$ cat src/sv/trrld_pkg.sv
// Shared types and codes of the typed round-robin lane dispatcher.
package trrld_pkg;

	localparam logic [1:0] KIND_OK      = 2'd0;
	localparam logic [1:0] KIND_NO_LANE = 2'd1;
	localparam logic [1:0] KIND_FULL    = 2'd2;
	localparam logic [1:0] KIND_GRANT   = 2'd3;

	localparam logic [1:0] REG_LANE_COUNT = 2'd0;
	localparam logic [1:0] REG_LANE_CAPS  = 2'd1;
	localparam logic [1:0] REG_A_TICKS    = 2'd2;
	localparam logic [1:0] REG_B_TICKS    = 2'd3;

	localparam logic CMD_ENQUEUE = 1'b0;
	localparam logic CMD_TICK    = 1'b1;

	// controller to datapath
	typedef struct packed {
		logic accept_in;
		logic do_enq;
		logic lane_clr;
		logic scan_step;
		logic take_data;
		logic flush;
	} cmd_t;

	// datapath to controller
	typedef struct packed {
		logic is_tick;
		logic grant_now;
		logic lane_last;
		logic out_free;
		logic pend_valid;
	} sts_t;

endpackage

$ cat src/sv/trrld_ctrl.sv
// Sequencer of the lane dispatcher: enqueue, per-lane tick scan and result flush.
module trrld_ctrl (
	input  logic              clk,
	input  logic              arst_n,
	input  logic              in_valid,
	output logic              in_ready,
	input  trrld_pkg::sts_t   sts,
	output trrld_pkg::cmd_t   cmd
);

	typedef enum logic [2:0] {
		ST_IDLE,
		ST_ENQ,
		ST_SCAN,
		ST_RDATA,
		ST_FLUSH
	} state_t;

	state_t state_q;

	assign in_ready = (state_q == ST_IDLE);

	always_comb begin
		cmd = '0;
		case (state_q)
			ST_IDLE: begin
				cmd.accept_in = in_valid;
				cmd.lane_clr  = in_valid;
			end
			ST_ENQ:   cmd.do_enq = sts.out_free;
			ST_SCAN:  cmd.scan_step = 1'b1;
			ST_RDATA: cmd.take_data = sts.out_free || !sts.pend_valid;
			ST_FLUSH: cmd.flush = sts.pend_valid && sts.out_free;
			default:  cmd = '0;
		endcase
	end

	always_ff @(posedge clk or negedge arst_n) begin
		if (!arst_n) begin
			state_q <= ST_IDLE;
		end else begin
			case (state_q)
				ST_IDLE: begin
					if (in_valid) state_q <= sts.is_tick ? ST_SCAN : ST_ENQ;
				end
				ST_ENQ: begin
					if (sts.out_free) state_q <= ST_IDLE;
				end
				ST_SCAN: begin
					if (sts.grant_now) state_q <= ST_RDATA;
					else if (sts.lane_last) state_q <= ST_FLUSH;
				end
				ST_RDATA: begin
					if (sts.out_free || !sts.pend_valid)
						state_q <= sts.lane_last ? ST_FLUSH : ST_SCAN;
				end
				ST_FLUSH: begin
					if (!sts.pend_valid || sts.out_free) state_q <= ST_IDLE;
				end
				default: state_q <= ST_IDLE;
			endcase
		end
	end

endmodule

$ cat src/sv/trrld_dp.sv
// Datapath of the lane dispatcher: registers, lane queues, queue memory, result registers.
module trrld_dp #(
	parameter int MAX_LANES   = 8,
	parameter int QUEUE_DEPTH = 16
) (
	input  logic              clk,
	input  logic              arst_n,
	input  trrld_pkg::cmd_t   cmd,
	output trrld_pkg::sts_t   sts,
	input  logic              in_cmd,
	input  logic              in_cls,
	input  logic              in_urg,
	input  logic [15:0]       in_tag,
	input  logic              cfg_we,
	input  logic [7:0]        cfg_index,
	input  logic [15:0]       cfg_data,
	output logic              out_valid,
	input  logic              out_ready,
	output logic [1:0]        out_kind,
	output logic [2:0]        out_lane,
	output logic [15:0]       out_tag,
	output logic              out_cls,
	output logic              out_last
);

	localparam int LW    = (MAX_LANES > 1) ? $clog2(MAX_LANES) : 1;
	localparam int QW    = $clog2(QUEUE_DEPTH);
	localparam int FW    = $clog2(QUEUE_DEPTH + 1);
	localparam int DEPTH = MAX_LANES * QUEUE_DEPTH;
	localparam int AW    = (DEPTH > 1) ? $clog2(DEPTH) : 1;
	localparam logic [3:0]    MAX_N  = 4'(MAX_LANES);
	localparam logic [AW-1:0] QD_A   = AW'(QUEUE_DEPTH);
	localparam logic [QW-1:0] QD_TOP = QW'(QUEUE_DEPTH - 1);
	localparam logic [FW-1:0] QD_F   = FW'(QUEUE_DEPTH);

	logic [3:0]  lane_count_q;
	logic [15:0] caps_q, a_ticks_q, b_ticks_q;
	logic [2:0]  a_ptr_q, b_ptr_q;
	logic [QW-1:0] head_q [MAX_LANES];
	logic [QW-1:0] tail_q [MAX_LANES];
	logic [FW-1:0] fill_q [MAX_LANES];
	logic [15:0]   busy_q [MAX_LANES];
	logic [17:0]   mem [DEPTH];
	logic [17:0]   rd_q;

	logic        icls_q, iurg_q;
	logic [15:0] itag_q;
	logic [LW-1:0] lane_q;

	logic        pend_q;
	logic [LW-1:0] pend_lane_q;
	logic [15:0] pend_tag_q;
	logic        pend_cls_q;

	logic [3:0]  n_act;
	logic [MAX_LANES-1:0] cm;
	logic [2:0]  p_eff;
	logic        hi_f, lo_f, found;
	logic [LW-1:0] hi_l, lo_l, lane_e;
	logic [2:0]  ptr_nx;
	logic [15:0] busy_dec;
	logic [QW-1:0] head_nx;
	logic [AW-1:0] rd_addr, wr_addr;
	logic        out_free, out_load;

	always_comb begin
		if (lane_count_q == 4'd0) n_act = 4'd1;
		else if (lane_count_q > MAX_N) n_act = MAX_N;
		else n_act = lane_count_q;
	end

	// compatible lanes, round-robin pick and lowest-lane pick for urgent class A
	always_comb begin
		p_eff = ({1'b0, (icls_q ? a_ptr_q : b_ptr_q)} < n_act) ?
			(icls_q ? a_ptr_q : b_ptr_q) : 3'd0;
		hi_f = 1'b0; lo_f = 1'b0; hi_l = '0; lo_l = '0;
		for (int i = 0; i < MAX_LANES; i++) begin
			cm[i] = (4'(i) < n_act) && caps_q[2*i + (icls_q ? 0 : 1)];
			if (cm[i] && !lo_f) begin
				lo_f = 1'b1; lo_l = LW'(i);
			end
			if (cm[i] && !hi_f && (3'(i) >= p_eff)) begin
				hi_f = 1'b1; hi_l = LW'(i);
			end
		end
		found  = lo_f;
		lane_e = (iurg_q && icls_q) ? lo_l : (hi_f ? hi_l : lo_l);
		if (!found) ptr_nx = p_eff;
		else if (4'(lane_e) + 4'd1 == n_act) ptr_nx = 3'd0;
		else ptr_nx = 3'(lane_e) + 3'd1;
	end

	assign busy_dec = (busy_q[lane_q] != 16'd0) ? busy_q[lane_q] - 16'd1 : 16'd0;
	assign head_nx  = (head_q[lane_q] == QD_TOP) ? '0 : head_q[lane_q] + QW'(1);
	assign rd_addr  = AW'(lane_q) * QD_A + AW'(head_q[lane_q]);
	assign wr_addr  = AW'(lane_e) * QD_A + AW'(tail_q[lane_e]);

	assign out_free = !out_valid || out_ready;
	assign sts.is_tick    = (in_cmd == trrld_pkg::CMD_TICK);
	assign sts.grant_now  = (busy_dec == 16'd0) && (fill_q[lane_q] != '0);
	assign sts.lane_last  = (4'(lane_q) + 4'd1) == n_act;
	assign sts.out_free   = out_free;
	assign sts.pend_valid = pend_q;

	// queue memory: one write, one registered read
	always_ff @(posedge clk) begin
		if (cmd.do_enq && found && fill_q[lane_e] < QD_F)
			mem[wr_addr] <= {iurg_q, icls_q, itag_q};
		rd_q <= mem[rd_addr];
	end

	always_ff @(posedge clk) begin
		if (cmd.accept_in) begin
			icls_q <= in_cls; iurg_q <= in_urg; itag_q <= in_tag;
		end
	end

	assign out_load = cmd.do_enq || cmd.flush || (cmd.take_data && pend_q);

	always_ff @(posedge clk or negedge arst_n) begin
		if (!arst_n) begin
			lane_count_q <= 4'd1;
			caps_q       <= 16'hFFFF;
			a_ticks_q    <= 16'd1;
			b_ticks_q    <= 16'd1;
			a_ptr_q      <= '0;
			b_ptr_q      <= '0;
			lane_q       <= '0;
			pend_q       <= 1'b0;
			out_valid    <= 1'b0;
			for (int i = 0; i < MAX_LANES; i++) begin
				head_q[i] <= '0; tail_q[i] <= '0; fill_q[i] <= '0; busy_q[i] <= '0;
			end
		end else begin
			if (cfg_we) begin
				case (cfg_index)
					8'(trrld_pkg::REG_LANE_COUNT): lane_count_q <= cfg_data[3:0];
					8'(trrld_pkg::REG_LANE_CAPS):  caps_q <= cfg_data;
					8'(trrld_pkg::REG_A_TICKS):    a_ticks_q <= cfg_data;
					8'(trrld_pkg::REG_B_TICKS):    b_ticks_q <= cfg_data;
					default: ;
				endcase
			end
			if (out_valid && out_ready) out_valid <= 1'b0;
			if (out_load) out_valid <= 1'b1;
			if (cmd.lane_clr) lane_q <= '0;

			if (cmd.do_enq) begin
				if (!(iurg_q && icls_q)) begin
					if (icls_q) a_ptr_q <= ptr_nx;
					else b_ptr_q <= ptr_nx;
				end
				if (found && fill_q[lane_e] < QD_F) begin
					tail_q[lane_e] <= (tail_q[lane_e] == QD_TOP) ? '0 :
						tail_q[lane_e] + QW'(1);
					fill_q[lane_e] <= fill_q[lane_e] + FW'(1);
				end
			end

			if (cmd.scan_step && !sts.grant_now) begin
				busy_q[lane_q] <= busy_dec;
				lane_q <= lane_q + LW'(1);
			end

			if (cmd.take_data) begin
				busy_q[lane_q] <= rd_q[16] ? a_ticks_q : b_ticks_q;
				head_q[lane_q] <= head_nx;
				fill_q[lane_q] <= fill_q[lane_q] - FW'(1);
				pend_q      <= 1'b1;
				pend_lane_q <= lane_q;
				pend_tag_q  <= rd_q[15:0];
				pend_cls_q  <= rd_q[16];
				lane_q      <= lane_q + LW'(1);
			end
			if (cmd.flush) pend_q <= 1'b0;
		end
	end

	// result register payload
	always_ff @(posedge clk) begin
		if (cmd.do_enq) begin
			out_kind <= !found ? trrld_pkg::KIND_NO_LANE :
				(fill_q[lane_e] >= QD_F) ? trrld_pkg::KIND_FULL : trrld_pkg::KIND_OK;
			out_lane <= found ? 3'(lane_e) : 3'd0;
			out_tag  <= itag_q;
			out_cls  <= icls_q;
			out_last <= 1'b1;
		end else if (cmd.flush || (cmd.take_data && pend_q)) begin
			out_kind <= trrld_pkg::KIND_GRANT;
			out_lane <= 3'(pend_lane_q);
			out_tag  <= pend_tag_q;
			out_cls  <= pend_cls_q;
			out_last <= cmd.flush;
		end
	end

endmodule

$ cat src/sv/typed_round_robin_lane_dispatcher.sv
// Top level of the typed round-robin lane dispatcher.
//
// Requests enter on the s_ channel, results leave on the m_ channel, and the
// four registers are written on the cfg_ channel (always ready; write only
// while the block is idle).
// An enqueue request (tuser 0) picks a lane by capability, either the lowest
// compatible lane (urgent class A) or round robin from the class pointer, and
// returns exactly one result with tlast set: accepted, no lane or queue full.
// A tick request (tuser 1) walks lanes 0..n-1, one lane per cycle while no
// grant is made: count the busy counter down, and where the lane is free with
// a waiting request, read its queue head from the shared queue memory and
// grant it. Each grant passes through a read-data state for the registered
// memory read, which waits while a held grant cannot go out. Grants are held
// one deep so the last one can carry tlast; a tick with no grant returns nothing.
// One request is in work at a time; the result register lets the next request
// be taken while the previous result waits.
// When m_tready is low the block holds its result and stalls its sequence.
// Reset clears registers to their defaults, the pointers and all queues.
module typed_round_robin_lane_dispatcher #(
	parameter int MAX_LANES   = 8,
	parameter int QUEUE_DEPTH = 16
) (
	input  logic        clk,
	input  logic        arst_n,
	input  logic        s_tvalid,
	output logic        s_tready,
	input  logic [23:0] s_tdata,   // is_class_a, is_urgent, requester_tag[15:0]
	input  logic        s_tuser,   // command
	output logic        m_tvalid,
	input  logic        m_tready,
	output logic [23:0] m_tdata,   // lane_index[2:0], granted_tag[15:0], granted_class_a
	output logic [1:0]  m_tuser,   // kind
	output logic        m_tlast,   // last_result
	input  logic        cfg_valid,
	output logic        cfg_ready,
	input  logic [7:0]  cfg_index,
	input  logic [15:0] cfg_data
);

	trrld_pkg::cmd_t cmd;
	trrld_pkg::sts_t sts;
	logic [2:0]  o_lane;
	logic [15:0] o_tag;
	logic        o_cls;

	assign cfg_ready = 1'b1;

	trrld_ctrl u_ctrl (
		.clk      (clk),
		.arst_n   (arst_n),
		.in_valid (s_tvalid),
		.in_ready (s_tready),
		.sts      (sts),
		.cmd      (cmd)
	);

	trrld_dp #(
		.MAX_LANES   (MAX_LANES),
		.QUEUE_DEPTH (QUEUE_DEPTH)
	) u_dp (
		.clk       (clk),
		.arst_n    (arst_n),
		.cmd       (cmd),
		.sts       (sts),
		.in_cmd    (s_tuser),
		.in_cls    (s_tdata[0]),
		.in_urg    (s_tdata[1]),
		.in_tag    (s_tdata[17:2]),
		.cfg_we    (cfg_valid && cfg_ready),
		.cfg_index (cfg_index),
		.cfg_data  (cfg_data),
		.out_valid (m_tvalid),
		.out_ready (m_tready),
		.out_kind  (m_tuser),
		.out_lane  (o_lane),
		.out_tag   (o_tag),
		.out_cls   (o_cls),
		.out_last  (m_tlast)
	);

	assign m_tdata = {4'd0, o_cls, o_tag, o_lane};

endmodule

$ cat config.mk
export PLATFORM = sky130hd
export DESIGN_NAME = typed_round_robin_lane_dispatcher
export DESIGN_NICKNAME = d
export VERILOG_FILES = /design/src/sv/trrld_pkg.sv /design/src/sv/trrld_ctrl.sv /design/src/sv/trrld_dp.sv /design/src/sv/typed_round_robin_lane_dispatcher.sv
export SDC_FILE = /design/constraint.sdc
export NUM_CORES = 2
export LEC_CHECK = 0
export BUFFER_PORTS_ARGS = -buffer_cell sky130_fd_sc_hd__buf_4
export CAP_MARGIN = 10
export CORE_MARGIN = 2
export CORE_UTILIZATION = 39
export DETAILED_ROUTE_END_ITERATION = 8
export PLACE_DENSITY = 0.61
export SLEW_MARGIN = 5
export SYNTH_ARGS = -nofsm -noshare
export SYNTH_HDL_FRONTEND = slang
export SYNTH_SLANG_ARGS = --single-unit
export TNS_END_PERCENT = 30
$ cat constraint.sdc
create_clock -name clk -period 8.76 [get_ports clk]
set_input_delay 0 -clock clk [delete_from_list [all_inputs] [get_ports clk]]
set_output_delay 0 -clock clk [all_outputs]
set_load 0.05 [all_outputs]
==> run metrics <==
outcome=finished, final reports clean; Syn Area/Cell=12.7 um^2; Hold Crit Start=m_tready; core area=268000 um^2; DRT antenna net count=0; setup_tns=0 ps; Crit Path Class=flop to flop; Fin. Hold Viols=0; Max VDD drop=0.341 mV; ys flop type=edfxtp_1; initial antenna violation count=9; Setup WS post-layout=1530 ps; CTS tree=yes; Power Dens Cells=339 nW/um^2; RePlAce Congestion=0.888; crit path capture type=flop; reg2reg setup slack=1530 ps; Post-Synthesis Cells=8288; WHS Path Cells=5; relative slew slack=16.0%; drt total wl=304000 um; Rows=190; RSZ-0062 raised after global routing=no; reg2reg end=u_dp.mem[122][9]; final non-filler cell total=12100; vias per cell=5.71; Switching Power=15300 uW; Port Buf Inserts=72; # setup viols final=0; Clock Tree Buf Depth=4; placed insts=11600; Chip Width=523 um; drt drc=0; top post-synthesis cells by area=edfxtp_1 64%, nand2_1 8.8%, dfrtp_1 6.6%; # hold bufs at CTS=85; Critical Path AT=7740 ps; post-CTS resize count=0; synthesis-stage register bit count=2552; Seq/Total Area, Yosys=71.3%; switching share of power=37.6%; WHS Endpoint=u_ctrl.state_q[2]; ys async rst share=11.7%; Layout Nets=8465; Clk pwr share=28.0%; gr ovfl total=0; clk_skew=86.5 ps; total power=40600 uW; fin crit share=82.5%; type of the most critical hold path=primary input to flop; number of fillers in the final layout=23700; Critical Path Fanout Max=17; Fmax=138 MHz; first-pass iteration count of the detailed router=6; Die Area=274000 um^2; gr usage total=21.7%; Skew-Pair Late Insertion Delay=950 ps; CTS sink cnt=2552; fin. max-slew vios=0; post-placement setup slack=1730 ps; Worst R2R Start=u_dp.lane_count_q[3]; Root Driver=clkbuf_16; wire per inst=25.0 um; power share of the combinational group=35.8%; hpwl dp=175000 um; internal power=25300 uW; TritonCTS Buffers=285; first-pass GRT wire length=443000 um; final instance area=120000 um^2; Critical Path RT=9280 ps; Synth Cell Area=105000 um^2; Post-synth EDFFs=2236; Flop pwr share=36.2%; I/O pins=84; number of max-cap violations=0; Synth top area share=63.9%; Syn-to-layout area delta=13.9%; worst slew pin tran=1250 ps; share of layout cells above drive strength 1=10.8%; DP Area=110000 um^2; number of global-route vias before repair=66200; initial drt markers=8159; Worst-path clk slew=60 ps; Register-to-Register Path Depth=15; Leak=0.0422 uW; leading cell type in the layout, fill and taps excluded=nand2_1; most frequent cells in the layout=2451 x nand2_1, 2236 x edfxtp_1, 552 x and3_1; Initial Utilization=39.2%; post-synth cell types=97; Via Count=69400; Startpoint Class=flop; Ys Warns=0; cell type with the largest total area after synthesis=edfxtp_1; Critical path origin=u_dp.lane_count_q[3]; Die Span Y=523 um; fin crit period=7230 ps; Post-CTS Setup Bufs=0; pin count of the biggest net entering global routing=180; CTS H-tree lvls=5
==> power groups by stage <==
stage	clock network [uW]	logic, uW	registers (uW)
6_report	11400	14500	14700
5_1_grt	12000	15700	14800
4_1_cts	11500	14500	14700
3_5_place_dp	0	14400	15000
3_3_place_gp	0	14200	14900
2_1_floorplan	0	8970	15200
==> cells by family after synthesis <==
| group | Yosys count | synth area share, % |
|---|---|---|
| simple gates | 3418 | 14.1 |
| flops | 2552 | 71.3 |
| fa+ha+maj | 10 | 0.119 |
| other cells | 2 | 0.00714 |
| xor+xnor | 17 | 0.142 |
| mux | 182 | 1.95 |
| compound gates | 1491 | 9.99 |
| buf+inv | 616 | 2.43 |
==> final cells by class <==
type	instances	area [um^2]	area share [%]
sequential	2552	75000	62.6
tap	3552	4440	3.71
clock inverter	110	991	0.827
inverter	24	105	0.0878
antenna	3	7.51	0.00627
timing repair buffer	415	3690	3.08
multi-input combinational	5123	27800	23.2
clock buffer	365	7740	6.47
==> how the worst max path moves through the flow <==
stage | slack [ps] | endpoint
global placement | 1720 | u_dp.mem[74][7]
CTS | 1690 | u_dp.mem[122][9]
finish | 1530 | u_dp.mem[122][9]
detailed placement | 1730 | u_dp.mem[122][3]
floorplan | 1240 | u_dp.mem[7][0]
global route | 1040 | u_dp.mem[122][9]
==> layer usage <==
layer  wire length [um]  track usage [%]
met1             125000             29.9
met4              13000             9.28
met3              24800             3.45
met2             141000             34.2
met5                  0                0
==> state kept, by name, summed over array words and instances, names as in the netlist, 4 cells and up <==
name and flops:
u_dp.lane_count_q 4, u_dp.out_tag 16, u_dp.b_ticks_q 16, u_dp.head_q 32
u_dp.fill_q 40, u_dp.itag_q 16, u_dp.busy_q 128, u_dp.mem 2176
u_dp.tail_q 32, u_dp.caps_q 16, u_dp.pend_tag_q 16, u_dp.rd_q 17
u_dp.a_ticks_q 16
==> metrics by stage <==
stage | util [%] | hold slack, ps
2_1_floorplan | - | -296
3_3_place_gp | 41.1 | 67.9
3_5_place_dp | 41.1 | 84.5
4_1_cts | 44.7 | 2.79
5_1_grt | 44.7 | 109
6_report | 44.7 | 88.4
==> cells in the mapped netlist (all sizes together) (7+ instances only) <==
master	n
nand2	2453
edfxtp	2236
and3	553
clkbuf	437
a21oi	324
a31oi	279
dfrtp	279
a311oi	274
a211oi	216
nor2	208
buf	155
o21ai	129
o22a	114
mux2i	94
mux2	79
a22oi	49
nand3	48
nand4	28
inv	22
dfstp	19
dfxtp	18
nor3	17
a221oi	16
nand3b	15
o22ai	13
nand2b	12
or2	12
xnor2	12
nor3b	11
and2	10
ha	10
o31ai	10
or3	10
mux4	9
nor2b	9
or3b	9
nor4	7
o221a	7
==> worst max-delay path, cell delays in order (launching register included) <==
cell and delay, ps:
dfrtp_1 700, inv_1 290, nand2_1 210, ha_1 270, nor3_1 350, o21a_1 300, nor2_1 60, o21ai_0 350
nand3_1 140, o211ai_2 520, mux4_2 580, nand2_1 150, o221ai_2 200, nor3_1 470, nand3_1 990, nor2_2 1210
Note: power is estimated with default switching activity, not from simulation.
